==> src/cbr_pkg.sv <==
package cbr_pkg;

   localparam int MaxWidth    = 64;
   localparam int MaxHeight   = 64;
   localparam int MaxChannels = 16;
   localparam int MaxKernel   = 7;
   localparam int MaxFilters  = 16;

   localparam int ActDepth = MaxChannels * MaxHeight * MaxWidth;
   localparam int WgtDepth = MaxFilters * MaxChannels * MaxKernel * MaxKernel;
   localparam int ActAw    = $clog2(ActDepth);
   localparam int WgtAw    = $clog2(WgtDepth);

   localparam int QueueDepth = 4;
   localparam int QueueAw    = $clog2(QueueDepth);

   typedef enum logic [1:0] {
      CMD_WRITE_ACT  = 2'd0,
      CMD_WRITE_WGT  = 2'd1,
      CMD_WRITE_BIAS = 2'd2,
      CMD_COMPUTE    = 2'd3
   } cmd_type;

   typedef enum logic [2:0] {
      CSR_IN_WIDTH    = 3'd0,
      CSR_IN_HEIGHT   = 3'd1,
      CSR_IN_DEPTH    = 3'd2,
      CSR_KERNEL_SIZE = 3'd3,
      CSR_STRIDE      = 3'd4,
      CSR_OUT_WIDTH   = 3'd5,
      CSR_OUT_HEIGHT  = 3'd6,
      CSR_NUM_FILTERS = 3'd7
   } csr_index_type;

   // Classified item handed from front to back.
   typedef struct packed {
      cmd_type             cmd;
      logic                range_error;
      logic [3:0]          filter;
      logic [3:0]          channel;
      logic [5:0]          row;
      logic [5:0]          col;
      logic [2:0]          krow;
      logic [2:0]          kcol;
      logic signed [15:0]  data;
      logic signed [31:0]  bias;
      logic [5:0]          base_row;   // row * stride
      logic [5:0]          base_col;
   } work_type;

   typedef struct packed {
      logic [4:0] in_depth;
      logic [2:0] win_size;
   } cfg_type;

endpackage

==> src/cbr_front.sv <==
module cbr_front
   import cbr_pkg::*;
(
   input  logic               clock,
   input  logic               reset,
   input  logic               csr_write,
   input  logic [2:0]         csr_index,
   input  logic [6:0]         csr_data,
   input  logic               push,
   output logic               full,
   input  logic [1:0]         req_command,
   input  logic [3:0]         req_filter_index,
   input  logic [3:0]         req_channel_index,
   input  logic [5:0]         req_row_index,
   input  logic [5:0]         req_col_index,
   input  logic [2:0]         req_kernel_row,
   input  logic [2:0]         req_kernel_col,
   input  logic signed [15:0] req_data_value,
   input  logic signed [31:0] req_bias_value,
   output cfg_type            cfg,
   output logic               work_valid,
   output work_type           work,
   input  logic               work_ready
);

   logic [6:0] plane_w_ff, plane_h_ff, out_width_ff, out_height_ff;
   logic [4:0] in_depth_ff, num_filters_ff;
   logic [2:0] win_size_ff, stride_ff;

   always_ff @(posedge clock) begin
      if (reset) begin
         plane_w_ff     <= 7'd64;
         plane_h_ff     <= 7'd64;
         in_depth_ff    <= 5'd1;
         win_size_ff    <= 3'd3;
         stride_ff      <= 3'd1;
         out_width_ff   <= 7'd62;
         out_height_ff  <= 7'd62;
         num_filters_ff <= 5'd1;
      end else if (csr_write) begin
         unique case (csr_index_type'(csr_index))
            CSR_IN_WIDTH:    plane_w_ff     <= csr_data;
            CSR_IN_HEIGHT:   plane_h_ff     <= csr_data;
            CSR_IN_DEPTH:    in_depth_ff    <= csr_data[4:0];
            CSR_KERNEL_SIZE: win_size_ff    <= csr_data[2:0];
            CSR_STRIDE:      stride_ff      <= csr_data[2:0];
            CSR_OUT_WIDTH:   out_width_ff   <= csr_data;
            CSR_OUT_HEIGHT:  out_height_ff  <= csr_data;
            CSR_NUM_FILTERS: num_filters_ff <= csr_data[4:0];
            default: ;
         endcase
      end
   end

   assign cfg = '{in_depth: in_depth_ff, win_size: win_size_ff};

   // Classification: 6x3 products, one add and compare each.
   logic [8:0]  row_base, col_base;
   logic [9:0]  row_end, col_end;
   logic        err;
   work_type    item;

   always_comb begin
      row_base = 9'(req_row_index) * 9'(stride_ff);
      col_base = 9'(req_col_index) * 9'(stride_ff);
      row_end  = 10'(row_base) + 10'(win_size_ff);
      col_end  = 10'(col_base) + 10'(win_size_ff);
      err = 1'b0;
      if (5'(req_filter_index) >= num_filters_ff) err = 1'b1;
      if (7'(req_row_index) >= out_height_ff) err = 1'b1;
      if (7'(req_col_index) >= out_width_ff) err = 1'b1;
      if (plane_w_ff > 7'(MaxWidth) || plane_h_ff > 7'(MaxHeight)) err = 1'b1;
      if (in_depth_ff == 5'd0 || in_depth_ff > 5'(MaxChannels)) err = 1'b1;
      if (win_size_ff == 3'd0 || stride_ff == 3'd0) err = 1'b1;
      if (row_end > 10'(plane_h_ff)) err = 1'b1;
      if (col_end > 10'(plane_w_ff)) err = 1'b1;
      item.cmd         = cmd_type'(req_command);
      item.range_error = err;
      item.filter      = req_filter_index;
      item.channel     = req_channel_index;
      item.row         = req_row_index;
      item.col         = req_col_index;
      item.krow        = req_kernel_row;
      item.kcol        = req_kernel_col;
      item.data        = req_data_value;
      item.bias        = req_bias_value;
      item.base_row    = row_base[5:0];
      item.base_col    = col_base[5:0];
   end

   // Short queue between front and back.
   work_type             queue_ff [QueueDepth];
   logic [QueueAw-1:0]   wr_ptr_ff, rd_ptr_ff;
   logic [QueueAw:0]     count_ff;
   logic                 do_push, do_pop;

   assign full       = (count_ff == (QueueAw+1)'(QueueDepth));
   assign work_valid = (count_ff != '0);
   assign work       = queue_ff[rd_ptr_ff];
   assign do_push    = push && !full;
   assign do_pop     = work_valid && work_ready;

   always_ff @(posedge clock) begin
      if (do_push) queue_ff[wr_ptr_ff] <= item;
   end

   always_ff @(posedge clock) begin
      if (reset) begin
         wr_ptr_ff <= '0;
         rd_ptr_ff <= '0;
         count_ff  <= '0;
      end else begin
         if (do_push) wr_ptr_ff <= wr_ptr_ff + 1'b1;
         if (do_pop)  rd_ptr_ff <= rd_ptr_ff + 1'b1;
         count_ff <= count_ff + (QueueAw+1)'(do_push) - (QueueAw+1)'(do_pop);
      end
   end

endmodule

==> config.mk <==
export PLATFORM = sky130hd
export DESIGN_NAME = cbr_front
export DESIGN_NICKNAME = d
export VERILOG_FILES = /design/src/cbr_pkg.sv /design/src/cbr_front.sv
export SDC_FILE = /design/constraint.sdc
export NUM_CORES = 1
export LEC_CHECK = 0
export BUFFER_PORTS_ARGS = -buffer_cell sky130_fd_sc_hd__clkbuf_2
export CORE_MARGIN = 2
export CORE_UTILIZATION = 50
export CTS_CLUSTER_SIZE = 20
export DETAILED_ROUTE_END_ITERATION = 10
export GPL_TIMING_DRIVEN = 0
export PLACE_DENSITY = 0.81
export REMOVE_ABC_BUFFERS = 1
export SETUP_SLACK_MARGIN = 0.05
export SLEW_MARGIN = 15
export SYNTH_ARGS = -nofsm -noshare
export SYNTH_HDL_FRONTEND = slang
export SYNTH_SLANG_ARGS = --single-unit
==> constraint.sdc <==
create_clock -name clock -period 4 [get_ports clock]
set_input_delay 0.6 -clock clock [delete_from_list [all_inputs] [get_ports clock]]
set_output_delay 0.6 -clock clock [all_outputs]
set_load 0.005 [all_outputs]
-- After elaboration in Yosys (flattened, before gate mapping)
Memories as Yosys holds them, arrays and structs flattened. A register that Yosys moved wholly into a read port is not among the register bits.
Index checks and enable logic that the tools add are counted.
- word-level logic and storage cells: 67
- input port bits: 91
- memories kept: 1
- bits in writable memories: 356
- register bits after elaboration: 51
- memory list (name ; depth ; width ; rd ports ; clocked after memory_dff ; wr ports ; RTL line ; RTL):
    queue_ff ; 4 ; 89 ; 1 ; 1 ; 1 ; cbr_front.sv:92 ; work_type queue_ff [QueueDepth];
- eq/ne operators: 8
- reduce and logical (&&, ||, !) cells: 19
- $mul: 2
- add/subtract/negate cells: 6
- multiplexer cells: 12
- $lt $le $gt $ge: 8
- operators by type and width (operator ; number):
    $add A9 B3 Y10 ; 2
    $gt A10 B7 Y1 ; 2
    $mul A6 B3 Y9 ; 2
    $reduce_and A2 Y1 ; 8
    $eq A3 B3 Y1 const B ; 5
    $ge A6 B7 Y1 ; 2
    $gt A7 B7 Y1 const B ; 2
    $mux W1 ; 10
    $logic_not A3 Y1 ; 3
    $eq A3 B2 Y1 const B ; 2
    $ge A4 B5 Y1 ; 1
    $gt A5 B5 Y1 const B ; 1
    $logic_not A5 Y1 ; 1
    $add A2 B1 Y2 const B ; 2
    $mux W2 ; 2
    $add A3 B1 Y3 ; 1
    $eq A3 B1 Y1 const B ; 1
    $logic_or A1 B1 Y1 ; 3
    $reduce_bool A3 Y1 ; 1
    $sub A3 B1 Y3 ; 1
    $logic_and A1 B1 Y1 ; 2
    $logic_not A1 Y1 ; 1

-- Longest topological paths before layout
- word-level depth: 9
- gate-level depth with buffers: 17
- mapped depth without buffers: 16

-- Worst setup path before layout
Ideal clock, no wire load.
- path type: register to register
- from: register stride_ff[2]
- to: memory queue_ff[0][86] (netlist bit) (data pin)
- arrival: 3.858 ns
- setup slack: -0.154 ns
- period minus slack after synthesis: 4.154 ns
- stages on the path, launching flop included: 18
- path through: dfxtp_1 clkbuf_1 nand2_1 fa_1 inv_1 ha_1 inv_1 fa_1 xor2_1 nor3_1 xor2_1 ha_1 and4_1 nand4_1 a2111oi_2 o2111ai_1 nor4_2 o2111ai_1
- longest elaborated chain between the ends: 5
- elaborated cells between the ends (all ways): 11
- classes of those cells: 2 x add/sub; 2 x mul; 2 x order compare; 3 x mux; 2 x reduce/logical
- ends and longest elaborated chain (item ; RTL line ; RTL):
    from (decl) ; cbr_front.sv:28 ; logic [2:0] win_size_ff, stride_ff;
    from (signal assigned) ; cbr_front.sv:46 ; CSR_STRIDE: stride_ff <= csr_data[2:0];
    $mul A6 B3 Y9 or $logic_not A3 Y1 (tied branches) ; cbr_front.sv:64, cbr_front.sv:74 ;
    $add A9 B3 Y10 or $logic_or A1 B1 Y1 (tied branches) ; cbr_front.sv:66, cbr_front.sv:74 ;
    $gt A10 B7 Y1 or $mux W1 (tied branches) ; cbr_front.sv:75, cbr_front.sv:74 ;
    $mux W1 ; cbr_front.sv:75 ; if (row_end > 10'(plane_h_ff)) err = 1'b1;
    $mux W1 (*) ; cbr_front.sv:76 ; if (col_end > 10'(plane_w_ff)) err = 1'b1;
    via err ; cbr_front.sv:60 ; logic err;
    to (decl) ; cbr_front.sv:92 ;
Mark *: on every way through the listed nets, which the timed path passes. The rest lies on a longest branch.

-- Worst setup path after layout
- from: register stride_ff[2]
- to: memory queue_ff[2][86] (netlist bit) (data pin)
Same word-level chain as after synthesis.

==> reports/qor.yml <==
run_status:
  run_status: "finished, violations left"
  violated_checks: "negative setup slack"
setup_path:
  cp_data_arrival_time_ns: 4.35
  critical_path_class: "register to register"
  crit-reg2reg-capture: "queue_ff[2][86]$_DFFE_PP_"
  worst-r2r-cell-count: 16
  required_ns: 4.24
  minimum_setup_slack_among_reg_to_reg_paths_ns: -0.11
  critical_path.reg2reg.startpoint: "stride_ff[2]$_SDFFE_PP0P_"
  start_kind: "register"
  nature_of_the_critical_path_endpoint: "register"
  critical_path_peak_fanout: 5
power_and_ir_drop:
  power_density_nw_per_um2: 566
  part_of_the_power_in_combinational_logic_pct: 20.8
  internal_power_mw: 8.60
  pwr-share-seq_pct: 46.3
  p_sw_share_pct: 25.3
  design_power_total_mw: 11.5
  leakage_nw: 7.46
  total_switching_power_mw: 2.91
  max-vdd-ir-drop_mv: 0.319
  clock_power_share_pct: 32.9
global_routing:
  initial_antenna_violation_count: 0
  globalRouteOverflowTotal: 0
  first_global_vias: 9441
  track_usage_pct: 20.0
  grt_first_pass_wirelength_um: 53800
  largest_net_degree_at_the_start_of_global_routing: 44
timing:
  clock_skew_ns: 0.0130
  slew_viol_final: 0
  fmaxAchievable_ghz: 0.243
  finalSetupViolations: 4
  worst_slack_ns: -0.114
  finalCritPeriodShare_pct: 103
  finalWorstPathRequiredPeriod_ns: 4.11
  worst_slew_margin_relative_to_its_limit_pct: 42.1
  hold_violations_final: 0
  rsz0062_at_grt: "true"
  max_slew.worst_pin.slew_ns: 0.865
synthesis:
  synth.top_cells.by_area: "sky130_fd_sc_hd__edfxtp_1 (64%), sky130_fd_sc_hd__mux4_2 (12%), sky130_fd_sc_hd__dfxtp_1 (6.3%), sky130_fd_sc_hd__ha_1 (4.3%), sky130_fd_sc_hd__mux2i_1 (2.0%)"
  synth_top_area_share_pct: 63.5
  post-synth-top-area-cell: "sky130_fd_sc_hd__edfxtp_1"
  synth_common_cells: "sky130_fd_sc_hd__edfxtp_1 (356), sky130_fd_sc_hd__mux4_2 (89), sky130_fd_sc_hd__inv_1 (72)"
  seq_area_frac_synth_pct: 69.8
  yosysMostFrequentCell: "sky130_fd_sc_hd__edfxtp_1"
  synth.cell_area_um2: 16800
  synth_cell_type_count: 45
  synthFlopType: "sky130_fd_sc_hd__edfxtp_1"
  synth_cells: 942
  ys.warnings.count: 0
  synth_enable_flop_cells: 356
  synthesis.area_per_instance_um2: 17.9
  ys_async_sr_fraction_pct: 0
  synth_seq_cells: 409
finish:
  sequential_cell_area_um2: 11800
  stdcell_area_um2: 20300
  syn2layout_area_growth_pct: 20.7
  n_antenna_cell: 0
  layout.nets: 1344
  layout-drive-gt1-share_pct: 34.7
  layout.core_utilization_pct: 60.9
  multi_input_comb_area_um2: 4920
  n_fill_cell: 2451
detailed_routing:
  detail_route.drc_violations: 0
  wire_per_inst_um: 20.9
  first_pass_iters: 5
  vias: 9020
  totalWireLength_um: 34800
  dr.first_iter.drc_count: 712
  postRouteAntennaNets: 0
  via_per_inst: 5.42
clock_tree:
  tritoncts: "done"
  clock_edge_transition_at_the_registers_on_the_reported_setup_and_hold_paths_ns: 0.06
  sinks_on_clock_net: 409
  clock_latency_ns: 0.53
  cts_made_buffers: 43
  htreeDepth: 2
  clock-root-buffer: "sky130_fd_sc_hd__clkbuf_16"
  clock_path_buffers: 3
  cts_hold_repair_buffers: 0
floorplanning:
  io_pins: 190
  floorplan.rows: 67
  design.die.area_um2: 35200
  initial_utilization_pct: 50.5
  floorplan.die.height_um: 187
  die_w_um: 187
  core_region_area_um2: 33400
place:
  place.gp.congestion: 0.781
  placed_area_um2: 18500
  pre_cts_slack_ns: -0.932
  place_hpwl_um: 21400
  numPortBuffers: 189
run:
  cap_violations: 0
min_path:
  holdCritPathClass: "input port to register"
  hold_path.startpoint: "req_kernel_row[2]"
  whs_endpoint: "queue_ff[1][65]$_DFFE_PP_"
  timing.hold.worst_path_depth: 1
[worst max-delay path, cell delays in order, from the launching register on]
cell and delay, ns:
sky130_fd_sc_hd__dfxtp_4 0.39, sky130_fd_sc_hd__buf_4 0.13, sky130_fd_sc_hd__nand2_1 0.08, sky130_fd_sc_hd__fa_1 0.48, sky130_fd_sc_hd__inv_1 0.07, sky130_fd_sc_hd__ha_2 0.20
sky130_fd_sc_hd__inv_1 0.07, sky130_fd_sc_hd__fa_2 0.40, sky130_fd_sc_hd__xor2_4 0.19, sky130_fd_sc_hd__nor3_4 0.22, sky130_fd_sc_hd__xor2_1 0.19, sky130_fd_sc_hd__ha_1 0.27
sky130_fd_sc_hd__buf_4 0.14, sky130_fd_sc_hd__a221oi_2 0.28, sky130_fd_sc_hd__o22ai_1 0.13, sky130_fd_sc_hd__nor4_2 0.37, sky130_fd_sc_hd__o2111ai_2 0.21
[worst max path at each step]
stage | from | to | slack [ns] | cells past startpoint
global placement | register | work[35] | -2.86 | 2
finish | stride_ff[2]$_SDFFE_PP0P_ | queue_ff[2][86]$_DFFE_PP_ | -0.11 | 16
floorplan | register | work[0] | -0.99 | 1
detailed placement | req_row_index[0] | queue_ff[1][86]$_DFFE_PP_ | -0.93 | 17
CTS | stride_ff[1]$_SDFFE_PP0P_ | queue_ff[1][86]$_DFFE_PP_ | -0.16 | 16
global route | stride_ff[2]$_SDFFE_PP0P_ | queue_ff[2][86]$_DFFE_PP_ | -0.30 | 15
[per-layer routing]
layer / GRT usage [%] / part of all wire (%) / vias to the layer above
li1: - / - / 4117
met1: 26.9 / 41 / 4548
met2: 33.3 / 49 / 321
met3: 4.98 / 8.1 / 34
met4: 4.75 / 1.5 / 0
met5: 0 / 0 / -
[layout make-up]
type	instances	share of cell area [%]
Clock buffer	58	5.77
Clock inverter	20	0.881
Inverter	73	1.35
Multi-Input combinational cell	427	24.2
Sequential cell	409	57.9
Tap cell	448	2.76
Timing Repair Buffer	228	7.05
[logic make-up (layout without fill, tap and decap cells)]
logic type	Yosys count	in the layout	share of synthesized area, %
multiplexers	122	122	13.9
buffers and inverters	106	379	2.47
AO/OA/AOI/OAI	65	65	2.65
adder cells (fa/ha/maj)	71	71	5.86
AND/OR/NAND/NOR	145	145	4.10
XOR/XNOR	24	24	1.25
flip-flops	409	409	69.8
[state kept, by name, summed over array words and instances, names as in the netlist, named ones only]
register / count
out_height_ff: 7
out_width_ff: 7
stride_ff: 3
rd_ptr_ff: 2
count_ff: 3
plane_h_ff: 7
wr_ptr_ff: 2
queue_ff: 356
plane_w_ff: 7
win_size_ff: 3
num_filters_ff: 5
in_depth_ff: 5
[layout by cell type, fill, tap and decap left out, types with 9 or more instances in the layout]
| master | netlist | layout |
|---|---|---|
| sky130_fd_sc_hd__fa_1 | 13 | 11 |
| sky130_fd_sc_hd__dfxtp_1 | 53 | 48 |
| sky130_fd_sc_hd__clkbuf_16 | 0 | 43 |
| sky130_fd_sc_hd__clkbuf_1 | 19 | 11 |
| sky130_fd_sc_hd__and2_1 | 17 | 13 |
| sky130_fd_sc_hd__nand2_1 | 47 | 44 |
| sky130_fd_sc_hd__nor2_1 | 44 | 44 |
| sky130_fd_sc_hd__ha_1 | 58 | 53 |
| sky130_fd_sc_hd__inv_1 | 72 | 69 |
| sky130_fd_sc_hd__a21o_1 | 14 | 14 |
| sky130_fd_sc_hd__edfxtp_1 | 356 | 356 |
| sky130_fd_sc_hd__mux2i_1 | 33 | 33 |
| sky130_fd_sc_hd__buf_4 | 1 | 26 |
| sky130_fd_sc_hd__o211ai_1 | 14 | 14 |
| sky130_fd_sc_hd__clkbuf_2 | 0 | 189 |
| sky130_fd_sc_hd__mux4_2 | 89 | 89 |
| sky130_fd_sc_hd__xnor2_1 | 15 | 11 |
| sky130_fd_sc_hd__a21oi_1 | 16 | 12 |
| sky130_fd_sc_hd__buf_12 | 0 | 9 |
| sky130_fd_sc_hd__clkinv_1 | 1 | 11 |
[repair_timing]
action	CTS	global route
buffers inserted	21	6
setup endpoints to repair	4	4
pin swaps	19	11
gates resized for setup	39	11
[power by group through the flow]
stage / logic (mW) / registers, mW / clock network [mW]
finish: 2.39 / 5.32 / 3.79
global route: 2.60 / 5.37 / 4.04
CTS: 2.42 / 5.34 / 3.88
detailed placement: 2.34 / 5.41 / 0
global placement: 2.15 / 5.67 / 0
floorplan: 1.31 / 5.51 / 0
[stage by stage]
stage,TNS [ns],cells,hold slack [ns]
6_report,-0.450,1663,0.283
2_1_floorplan,-88.33,909,0.459
3_3_place_gp,-738.06,1546,0.476
4_1_cts,-0.631,1657,0.256
5_1_grt,-1.18,1663,0.265
3_5_place_dp,-3.73,1558,0.482
Note: power is estimated with default switching activity, not from simulation.
